**src/rtl/vcfe_pkg.sv**
```systemverilog
// ----------------------------------------------------------------------------
// vcfe_pkg
// Shared types, widths and corner tables for the voxel cube face emitter.
// ----------------------------------------------------------------------------
package vcfe_pkg;

	localparam int GRID_SIZE = 1024;
	localparam int COORD_W   = $clog2(GRID_SIZE);
	localparam int MASK_W    = 8;
	localparam int VERT_W    = COORD_W + 2;
	localparam int CORNER_W  = 5;
	localparam int Q_DEPTH   = 2;
	localparam int Q_PTR_W   = $clog2(Q_DEPTH);
	localparam int Q_CNT_W   = $clog2(Q_DEPTH + 1);

	// Face select bits, ordered as bit 1, bit 2, bit 4 of the corner mask
	typedef logic [2:0] face_set_t;

	typedef struct packed {
		face_set_t          faces;
		logic               corner_a;
		logic [COORD_W-1:0] cx;
		logic [COORD_W-1:0] cy;
		logic [COORD_W-1:0] cz;
	} cube_cmd_t;

	typedef struct packed {
		logic              [VERT_W-1:0] x;
		logic              [VERT_W-1:0] y;
		logic signed       [VERT_W-1:0] z;
	} vertex_t;

	typedef struct packed {
		logic emit;
		logic last;
		logic pop;
	} back_stat_t;

	// Three corner indices of one triangle; row 0..2 inside faces, 3..5 outside.
	function automatic logic [3*CORNER_W-1:0] tri_corners(input logic [2:0] row,
			input logic tri_sel);
		logic [3*CORNER_W-1:0] c;
		c = '0;
		case ({row, tri_sel})
			4'b000_0: c = {5'd2,  5'd20, 5'd26};
			4'b000_1: c = {5'd2,  5'd26, 5'd8 };
			4'b001_0: c = {5'd20, 5'd18, 5'd24};
			4'b001_1: c = {5'd20, 5'd24, 5'd26};
			4'b010_0: c = {5'd6,  5'd8,  5'd26};
			4'b010_1: c = {5'd6,  5'd26, 5'd24};
			4'b011_0: c = {5'd2,  5'd26, 5'd20};
			4'b011_1: c = {5'd2,  5'd8,  5'd26};
			4'b100_0: c = {5'd24, 5'd18, 5'd20};
			4'b100_1: c = {5'd24, 5'd20, 5'd26};
			4'b101_0: c = {5'd24, 5'd26, 5'd8 };
			4'b101_1: c = {5'd24, 5'd8,  5'd6 };
			default:  c = '0;
		endcase
		return c;
	endfunction

	// Lattice offsets of a corner, each 0 or a full unit (two half units):
	// returned as {depth, y, x} single bits.
	function automatic logic [2:0] corner_ofs(input logic [CORNER_W-1:0] idx);
		logic [2:0] o;
		o = 3'b000;
		case (idx)
			5'd2:    o = 3'b001;
			5'd6:    o = 3'b010;
			5'd8:    o = 3'b011;
			5'd18:   o = 3'b100;
			5'd20:   o = 3'b101;
			5'd24:   o = 3'b110;
			5'd26:   o = 3'b111;
			default: o = 3'b000;
		endcase
		return o;
	endfunction

	function automatic vertex_t make_vertex(input logic [CORNER_W-1:0] idx,
			input logic [COORD_W-1:0] cx, input logic [COORD_W-1:0] cy,
			input logic [COORD_W-1:0] cz);
		logic [2:0]       o;
		logic [COORD_W:0] sx;
		logic [COORD_W:0] sy;
		logic [COORD_W:0] sd;
		vertex_t          v;
		o  = corner_ofs(idx);
		sx = {1'b0, cx} + {{COORD_W{1'b0}}, o[0]};
		sy = {1'b0, cz} + {{COORD_W{1'b0}}, o[1]};
		sd = {1'b0, cy} + {{COORD_W{1'b0}}, o[2]};
		v.x = {sx, 1'b0};
		v.y = {sy, 1'b0};
		v.z = {VERT_W{1'b0}} - {sd, 1'b0};
		return v;
	endfunction

endpackage

```
**src/rtl/vcfe_front.sv**
```systemverilog
// ----------------------------------------------------------------------------
// vcfe_front
// Accepts cubes, works out which faces are exposed, and drops cubes with none.
// ----------------------------------------------------------------------------
module vcfe_front (
	input  logic                           clk,
	input  logic                           arst_n,
	input  logic                           push,
	output logic                           full,
	input  logic [vcfe_pkg::MASK_W-1:0]    corner_mask,
	input  logic [vcfe_pkg::COORD_W-1:0]   cube_x,
	input  logic [vcfe_pkg::COORD_W-1:0]   cube_y,
	input  logic [vcfe_pkg::COORD_W-1:0]   cube_z,
	input  logic                           q_full,
	output logic                           fr_push,
	output vcfe_pkg::cube_cmd_t            fr_cmd
);
	import vcfe_pkg::*;

	logic      valid_s1;
	cube_cmd_t cmd_s1;
	logic      accept;
	face_set_t bits;
	face_set_t faces;

	always_comb begin
		bits   = {corner_mask[4], corner_mask[2], corner_mask[1]};
		// inside corner: faces where neighbor bit is clear, else where it is set
		faces  = corner_mask[0] ? ~bits : bits;
		full   = valid_s1 && q_full;
		accept = push && !full;
	end

	always_ff @(posedge clk or negedge arst_n) begin
		if (!arst_n) begin
			valid_s1 <= 1'b0;
		end else if (accept && faces != '0) begin
			valid_s1 <= 1'b1;
		end else if (!q_full) begin
			valid_s1 <= 1'b0;
		end
	end

	always_ff @(posedge clk) begin
		if (accept && faces != '0) begin
			cmd_s1.faces    <= faces;
			cmd_s1.corner_a <= corner_mask[0];
			cmd_s1.cx       <= cube_x;
			cmd_s1.cy       <= cube_y;
			cmd_s1.cz       <= cube_z;
		end
	end

	assign fr_push = valid_s1 && !q_full;
	assign fr_cmd  = cmd_s1;

endmodule

```
**src/rtl/vcfe_queue.sv**
```systemverilog
// ----------------------------------------------------------------------------
// vcfe_queue
// Short command queue between the classifier and the triangle sequencer.
// ----------------------------------------------------------------------------
module vcfe_queue (
	input  logic                  clk,
	input  logic                  arst_n,
	input  logic                  wr_en,
	input  vcfe_pkg::cube_cmd_t   wr_data,
	output logic                  q_full,
	input  logic                  rd_en,
	output logic                  q_valid,
	output vcfe_pkg::cube_cmd_t   rd_data
);
	import vcfe_pkg::*;

	cube_cmd_t          mem [Q_DEPTH];
	logic [Q_PTR_W-1:0] wr_ptr_q;
	logic [Q_PTR_W-1:0] rd_ptr_q;
	logic [Q_CNT_W-1:0] count_q;

	assign q_full  = count_q == Q_CNT_W'(Q_DEPTH);
	assign q_valid = count_q != '0;
	assign rd_data = mem[rd_ptr_q];

	always_ff @(posedge clk) begin
		if (wr_en) begin
			mem[wr_ptr_q] <= wr_data;
		end
	end

	always_ff @(posedge clk or negedge arst_n) begin
		if (!arst_n) begin
			wr_ptr_q <= '0;
			rd_ptr_q <= '0;
			count_q  <= '0;
		end else begin
			if (wr_en) begin
				wr_ptr_q <= wr_ptr_q + 1'b1;
			end
			if (rd_en) begin
				rd_ptr_q <= rd_ptr_q + 1'b1;
			end
			case ({wr_en, rd_en})
				2'b10:   count_q <= count_q + 1'b1;
				2'b01:   count_q <= count_q - 1'b1;
				default: count_q <= count_q;
			endcase
		end
	end

endmodule

```
**src/rtl/vcfe_back.sv**
```systemverilog
// ----------------------------------------------------------------------------
// vcfe_back
// Walks the exposed faces of the head cube into the result register, one triangle
// per cycle while that register is empty or being popped.
// ----------------------------------------------------------------------------
module vcfe_back (
	input  logic                              clk,
	input  logic                              arst_n,
	input  logic                              q_valid,
	input  vcfe_pkg::cube_cmd_t               q_head,
	output vcfe_pkg::back_stat_t              stat,
	output logic                              empty,
	input  logic                              pop,
	output logic        [vcfe_pkg::VERT_W-1:0] v0_x,
	output logic        [vcfe_pkg::VERT_W-1:0] v0_y,
	output logic signed [vcfe_pkg::VERT_W-1:0] v0_z,
	output logic        [vcfe_pkg::VERT_W-1:0] v1_x,
	output logic        [vcfe_pkg::VERT_W-1:0] v1_y,
	output logic signed [vcfe_pkg::VERT_W-1:0] v1_z,
	output logic        [vcfe_pkg::VERT_W-1:0] v2_x,
	output logic        [vcfe_pkg::VERT_W-1:0] v2_y,
	output logic signed [vcfe_pkg::VERT_W-1:0] v2_z,
	output logic                              last_triangle
);
	import vcfe_pkg::*;

	face_set_t             done_q;
	logic                  tri_q;
	logic                  valid_q;
	vertex_t               vtx0_q;
	vertex_t               vtx1_q;
	vertex_t               vtx2_q;
	logic                  last_q;

	face_set_t             active;
	face_set_t             face_oh;
	face_set_t             rest;
	logic [1:0]            face_idx;
	logic [2:0]            row;
	logic [3*CORNER_W-1:0] corners;
	logic                  out_ready;
	logic                  emit;
	logic                  last;

	always_comb begin
		active  = q_head.faces & ~done_q;
		face_oh = active & (~active + 3'd1);
		rest    = active & ~face_oh;
		case (face_oh)
			3'b001:  face_idx = 2'd0;
			3'b010:  face_idx = 2'd1;
			3'b100:  face_idx = 2'd2;
			default: face_idx = 2'd0;
		endcase
		row       = {1'b0, face_idx} + (q_head.corner_a ? 3'd0 : 3'd3);
		corners   = tri_corners(row, tri_q);
		out_ready = !valid_q || pop;
		emit      = q_valid && out_ready;
		last      = tri_q && rest == '0;
	end

	assign stat.emit = emit;
	assign stat.last = last;
	assign stat.pop  = emit && last;

	always_ff @(posedge clk or negedge arst_n) begin
		if (!arst_n) begin
			done_q  <= '0;
			tri_q   <= 1'b0;
			valid_q <= 1'b0;
		end else begin
			if (emit) begin
				tri_q <= !tri_q;
				if (tri_q) begin
					done_q <= (rest == '0) ? '0 : (done_q | face_oh);
				end
			end
			if (emit) begin
				valid_q <= 1'b1;
			end else if (pop) begin
				valid_q <= 1'b0;
			end
		end
	end

	always_ff @(posedge clk) begin
		if (emit) begin
			vtx0_q <= make_vertex(corners[3*CORNER_W-1:2*CORNER_W],
				q_head.cx, q_head.cy, q_head.cz);
			vtx1_q <= make_vertex(corners[2*CORNER_W-1:CORNER_W],
				q_head.cx, q_head.cy, q_head.cz);
			vtx2_q <= make_vertex(corners[CORNER_W-1:0],
				q_head.cx, q_head.cy, q_head.cz);
			last_q <= last;
		end
	end

	assign empty         = !valid_q;
	assign v0_x          = vtx0_q.x;
	assign v0_y          = vtx0_q.y;
	assign v0_z          = vtx0_q.z;
	assign v1_x          = vtx1_q.x;
	assign v1_y          = vtx1_q.y;
	assign v1_z          = vtx1_q.z;
	assign v2_x          = vtx2_q.x;
	assign v2_y          = vtx2_q.y;
	assign v2_z          = vtx2_q.z;
	assign last_triangle = last_q;

endmodule

```
**src/rtl/voxel_cube_face_emitter.sv**
```systemverilog
// Each cube passes the front register, the queue and the result register to the ports.
// Throughput: one triangle per cycle from the sequencer while the result register is
// free or popped; n exposed faces give 2n triangles, and a cube with none is dropped.
// A 2-entry command queue lets the input side run ahead of the sequencer.
// Reset (arst_n low) empties the front register, the queue and the result register.
// ----------------------------------------------------------------------------
// voxel_cube_face_emitter
// Blocky voxel face extraction: one cube in, up to six triangles out.
// ----------------------------------------------------------------------------
module voxel_cube_face_emitter (
	input  logic                              clk,
	input  logic                              arst_n,
	input  logic                              push,
	output logic                              full,
	input  logic        [vcfe_pkg::MASK_W-1:0]  corner_mask,
	input  logic        [vcfe_pkg::COORD_W-1:0] cube_x,
	input  logic        [vcfe_pkg::COORD_W-1:0] cube_y,
	input  logic        [vcfe_pkg::COORD_W-1:0] cube_z,
	output logic                              empty,
	input  logic                              pop,
	output logic        [vcfe_pkg::VERT_W-1:0]  v0_x,
	output logic        [vcfe_pkg::VERT_W-1:0]  v0_y,
	output logic signed [vcfe_pkg::VERT_W-1:0]  v0_z,
	output logic        [vcfe_pkg::VERT_W-1:0]  v1_x,
	output logic        [vcfe_pkg::VERT_W-1:0]  v1_y,
	output logic signed [vcfe_pkg::VERT_W-1:0]  v1_z,
	output logic        [vcfe_pkg::VERT_W-1:0]  v2_x,
	output logic        [vcfe_pkg::VERT_W-1:0]  v2_y,
	output logic signed [vcfe_pkg::VERT_W-1:0]  v2_z,
	output logic                              last_triangle
);
	import vcfe_pkg::*;

	logic       q_full;
	logic       q_valid;
	logic       fr_push;
	cube_cmd_t  fr_cmd;
	cube_cmd_t  q_head;
	back_stat_t bk_stat;

	vcfe_front u_front (
		.clk         (clk),
		.arst_n      (arst_n),
		.push        (push),
		.full        (full),
		.corner_mask (corner_mask),
		.cube_x      (cube_x),
		.cube_y      (cube_y),
		.cube_z      (cube_z),
		.q_full      (q_full),
		.fr_push     (fr_push),
		.fr_cmd      (fr_cmd)
	);

	vcfe_queue u_queue (
		.clk     (clk),
		.arst_n  (arst_n),
		.wr_en   (fr_push),
		.wr_data (fr_cmd),
		.q_full  (q_full),
		.rd_en   (bk_stat.pop),
		.q_valid (q_valid),
		.rd_data (q_head)
	);

	vcfe_back u_back (
		.clk           (clk),
		.arst_n        (arst_n),
		.q_valid       (q_valid),
		.q_head        (q_head),
		.stat          (bk_stat),
		.empty         (empty),
		.pop           (pop),
		.v0_x          (v0_x),
		.v0_y          (v0_y),
		.v0_z          (v0_z),
		.v1_x          (v1_x),
		.v1_y          (v1_y),
		.v1_z          (v1_z),
		.v2_x          (v2_x),
		.v2_y          (v2_y),
		.v2_z          (v2_z),
		.last_triangle (last_triangle)
	);

	// cubes with no exposed face must never reach the sequencer
	a_head_has_faces: assert property (@(posedge clk) disable iff (!arst_n)
		q_valid |-> q_head.faces != '0)
		else $error("queued cube has no faces");

	a_no_push_when_full: assert property (@(posedge clk) disable iff (!arst_n)
		!(fr_push && q_full))
		else $error("command pushed into full queue");

	a_pop_on_last: assert property (@(posedge clk) disable iff (!arst_n)
		bk_stat.pop |-> q_valid && bk_stat.emit && bk_stat.last)
		else $error("queue popped before last triangle");

	// a last triangle is never directly followed by another last triangle
	a_last_then_first: assert property (@(posedge clk) disable iff (!arst_n)
		bk_stat.emit && bk_stat.last |=> !$past(q_valid) || !(bk_stat.emit && bk_stat.last))
		else $error("two last triangles in a row");

endmodule
```
**config.mk**
```make
export PLATFORM = sky130hd
export DESIGN_NAME = voxel_cube_face_emitter
export DESIGN_NICKNAME = d
export VERILOG_FILES = /design/src/rtl/vcfe_pkg.sv /design/src/rtl/vcfe_front.sv /design/src/rtl/vcfe_queue.sv /design/src/rtl/vcfe_back.sv /design/src/rtl/voxel_cube_face_emitter.sv
export SDC_FILE = /design/constraint.sdc
export NUM_CORES = 1
export LEC_CHECK = 0
export ABC_AREA = 1
export ABC_CLOCK_PERIOD_IN_PS = 11000
export BUFFER_PORTS_ARGS = -buffer_cell sky130_fd_sc_hd__clkbuf_2
export CELL_PAD_IN_SITES_DETAIL_PLACEMENT = 1
export CELL_PAD_IN_SITES_GLOBAL_PLACEMENT = 1
export CORE_UTILIZATION = 49
export DETAILED_ROUTE_END_ITERATION = 6
export PLACE_DENSITY = 0.83
export SLEW_MARGIN = 0
export SYNTH_ARGS = -nofsm -noshare
export SYNTH_HDL_FRONTEND = slang
export SYNTH_SLANG_ARGS = --single-unit
```
**constraint.sdc**
```tcl
create_clock -name clk -period 11 [get_ports clk]
set_input_delay 2.2 -clock clk [delete_from_list [all_inputs] [get_ports clk]]
set_output_delay 2.2 -clock clk [all_outputs]
set_load 0.005 [all_outputs]
```
==> reports/qor.txt <==
FF+latch count, synth -> 212
Post-CTS sizing -> 0
R2r worst-path depth -> 24
Max_slew headroom -> 19.8%
Ports -> 153
Final WL -> 20600 microns
Die Ht -> 145 microns
Via count -> 6344
Max frequency -> 0.191 GHz
Synthesized instance count -> 834
CTS max path bufs -> 3
Tot GR Track Use -> 19.9%
Cell area after synthesis -> 0.0100 sq mm
CTS tree -> built
Post-synth ARST share -> 4.72%
Post-synth top area share -> 60.5%
Ant. Diodes -> 0
Period utilization -> 47.7%
Ys flop type -> edfxtp_1
First-pass GRT wire length -> 33200 microns
Worst Path Max Fanout -> 30
Run status -> finished, final reports clean
Chip Width -> 145 microns
Warnings, synthesis -> 0
Max-cap violations -> 0
Critical Path End -> u_back.v1_z[9]
Detailed placement HPWL -> 15000 microns
Clk_lat worst skew -> 0.53 ns
Reg clk slew, reported paths -> 0.06 ns
Die area -> 0.0210 sq mm
Synth unique cells -> 49
Share of layout cells above drive strength 1 -> 27.0%
Seq/Total Area, Yosys -> 63.0%
Final-report setup violation count -> 0
Clk sinks -> 212
Skew final -> 0.0168 ns
Cell taking the most area after synthesis -> edfxtp_1
# DRC -> 0
Drt initial violations -> 224
Critical path type -> register to register
GR Overflow Total -> 0
Core Region -> 0.0198 sq mm
CP max-delay cell -> fa_1
Startpoint types -> register
Arr. time, crit path -> 5.51 ns
Clock root buffer -> clkbuf_16
H-tree depth -> 1
Most frequent CP cell -> inv_1
Area growth syn-to-layout -> 17.2%
Worst Setup Slack, final -> 5.75 ns
Average wire per standard cell -> 16.2 microns
Final Critical Period -> 5.25 ns
Reg-to-reg endpoint -> u_back.v1_z[9]
Top cells by area, synth -> edfxtp_1 60%, nand2_1 6.0%, xor2_1 5.2%, ha_1 3.7%, inv_1 3.2%
Unrepaired setup endpoints after global routing -> false
TritonCTS Buffers -> 23
Largest net degree at the start of global routing -> 68
Vias per inst -> 4.98
Slew @ Worst Pin -> 1.20 ns
Slew Limit Fails -> 0
Critical Path RT -> 11.26 ns
DRT Pass-1 Iters -> 5
Site Rows -> 51
Cts hold-fix bufs -> 0
Number of port buffers -> 139
Nets -> 1065
Vias in the first global route -> 6524
Setup TNS -> 0 ns
Initial antenna violation count -> 0
Reg-to-reg startpoint -> u_queue.rd_ptr_q
Critical Path Sink Type -> register
Post-synth EDFFs -> 202
Post-route ant nets -> 0
GPL Wtd Cong -> 0.819
Syn Area/Cell -> 12.0 sq um
Crit path from -> u_queue.rd_ptr_q
Max incr delay on CP -> 0.53 ns
Place WS -> 5.75 ns
Reg2Reg Setup Slack -> 5.75 ns
Worst min-delay path category -> register to register
Fin. Hold Viols -> 0
Post-CTS Setup Bufs -> 0
Initial Util -> 50.7%
Critical Path, Cell by Cell -> inv_2 > nand2_1 > a21oi_2 > nor2_1 > ha_1 > inv_1 > fa_1 > inv_1 > nor2_1 > a21boi_0 > inv_1 > nand2_1 > nand2_1 > o21ai_0 > ha_1 > ha_1 > inv_1 > ha_1 > inv_1 > nor2_2 > nand3_1 > nor2_2 > nand2_1 > xor2_1
[worst max-delay path: cells and delay by family (launching register included)]
family	cells	cell delay (ns)
flip-flops	1	0.41
AO/OA/AOI/OAI	3	0.97
XOR/XNOR	1	0.14
adder cells (fa/ha/maj)	5	1.42
buffers and inverters	6	0.94
AND/OR/NAND/NOR	9	1.10
[cell type report]
| class | count | area (sq um) |
|---|---|---|
| fill | 2126 | 8030 |
| clock buffer | 30 | 612 |
| sequential | 212 | 6320 |
| clock inverter | 11 | 168 |
| inverter | 89 | 334 |
| tap | 265 | 332 |
| multi-input combinational | 524 | 3270 |
| timing repair buffer | 142 | 718 |
[stage by stage]
stage               area [sq um]  cells  utilization (%)  hold WS (ns)
finish                     11800   1273             59.4         0.441
global route               11800   1273             59.4         0.457
floorplan                  10100    842                -         0.421
detailed placement         11000   1232             55.5         0.432
CTS                        11800   1273             59.4         0.442
global placement           11000   1232             55.5         0.422
[synth_stat cells, types with 2 or more instances]
| cell type | count |
|---|---|
| edfxtp_1 | 202 |
| nand2_1 | 161 |
| inv_1 | 85 |
| nor2_1 | 61 |
| xor2_1 | 59 |
| nand3_1 | 37 |
| ha_1 | 30 |
| nand2_2 | 20 |
| nor2_2 | 19 |
| a21oi_1 | 14 |
| o21ai_0 | 12 |
| xnor2_1 | 12 |
| nand2_4 | 11 |
| dfrtp_1 | 10 |
| buf_4 | 9 |
| nand4_1 | 8 |
| o21ai_2 | 8 |
| or2_2 | 8 |
| buf_6 | 6 |
| nor2_4 | 6 |
| nor3_4 | 5 |
| inv_2 | 4 |
| nor3_1 | 4 |
| o21ai_1 | 4 |
| nand3_2 | 3 |
| o22ai_1 | 3 |
| or2_0 | 3 |
| xor2_2 | 3 |
| mux2i_1 | 2 |
| mux2i_2 | 2 |
| nor4_1 | 2 |
| nor4_2 | 2 |
| o21a_1 | 2 |
| or2_1 | 2 |
[flip-flops by register name (all words and copies together) (netlist names)]
name / cells
u_queue.mem: 68
u_front.fr_cmd: 34
u_back.v0_x: 11
u_back.v0_y: 11
u_back.v0_z: 11
u_back.v1_x: 11
u_back.v1_y: 11
u_back.v1_z: 11
u_back.v2_x: 11
u_back.v2_y: 11
u_back.v2_z: 11
u_back.done_q: 3
u_queue.count_q: 2
u_back.last_triangle: 1
u_back.tri_q: 1
u_back.valid_q: 1
u_front.valid_s1: 1
u_queue.rd_ptr_q: 1
u_queue.wr_ptr_q: 1
[logic make-up after synthesis]
kind of cell    Yosys count  synth area share (%)
compound gates           50                  3.13
xor+xnor                 74                  6.69
fa+ha+maj                31                  3.94
buf+inv                 106                  4.93
flops                   212                  63.0
mux                       4                 0.474
other cells               1                0.0374
simple gates            356                  17.8
[per-layer routing]
| metal | vias to the layer above | GRT usage [%] | share of wire (%) | routed length, microns |
|---|---|---|---|---|
| met2 | 134 | 37.0 | 53 | 10900 |
| met3 | 37 | 3.14 | 3.9 | 795 |
| met4 | 0 | 6.05 | 2.3 | 477 |
| li1 | 3106 | - | - | - |
| met5 | - | 0 | 0 | 0 |
| met1 | 3067 | 23.4 | 41 | 8450 |
[worst min path at each step]
stage	startpoint	slack, ns	depth (start not counted)	endpoint
after floorplan	u_front.fr_cmd[0]	0.42	0	u_queue.mem[0][0]
after global placement	u_front.fr_cmd[29]	0.42	0	u_queue.mem[0][29]
after detailed placement	u_front.fr_cmd[6]	0.43	0	u_queue.mem[0][6]
after CTS	u_front.fr_cmd[6]	0.44	0	u_queue.mem[0][6]
after global routing	u_front.fr_cmd[30]	0.46	0	u_queue.mem[0][30]
final	u_front.fr_cmd[15]	0.44	0	u_queue.mem[1][15]
[cell usage in the layout, fill, tap and decap left out, drive strengths merged]
master and n:
o211ai 1, nand2 192, inv 90, nor2 86, o311ai 1, clkbuf 169, nor3 10, nand3 40
o21a 2, bufinv 4, or2 14, o22ai 3, o31ai 1, mux2i 4, o21bai 1, buf 3
a22oi 1, conb 9, xor2 62, or3 1, nor4 4, a21boi 1, xnor2 12, clkinvlp 1
nand4 8, a21oi 15, and3 1, ha 30, fa 1, o21ai 24, clkinv 5, dfrtp 10
edfxtp 202
Power is not shown: default switching activity piles up to over one toggle a cycle in this logic, so the estimate is an artifact.
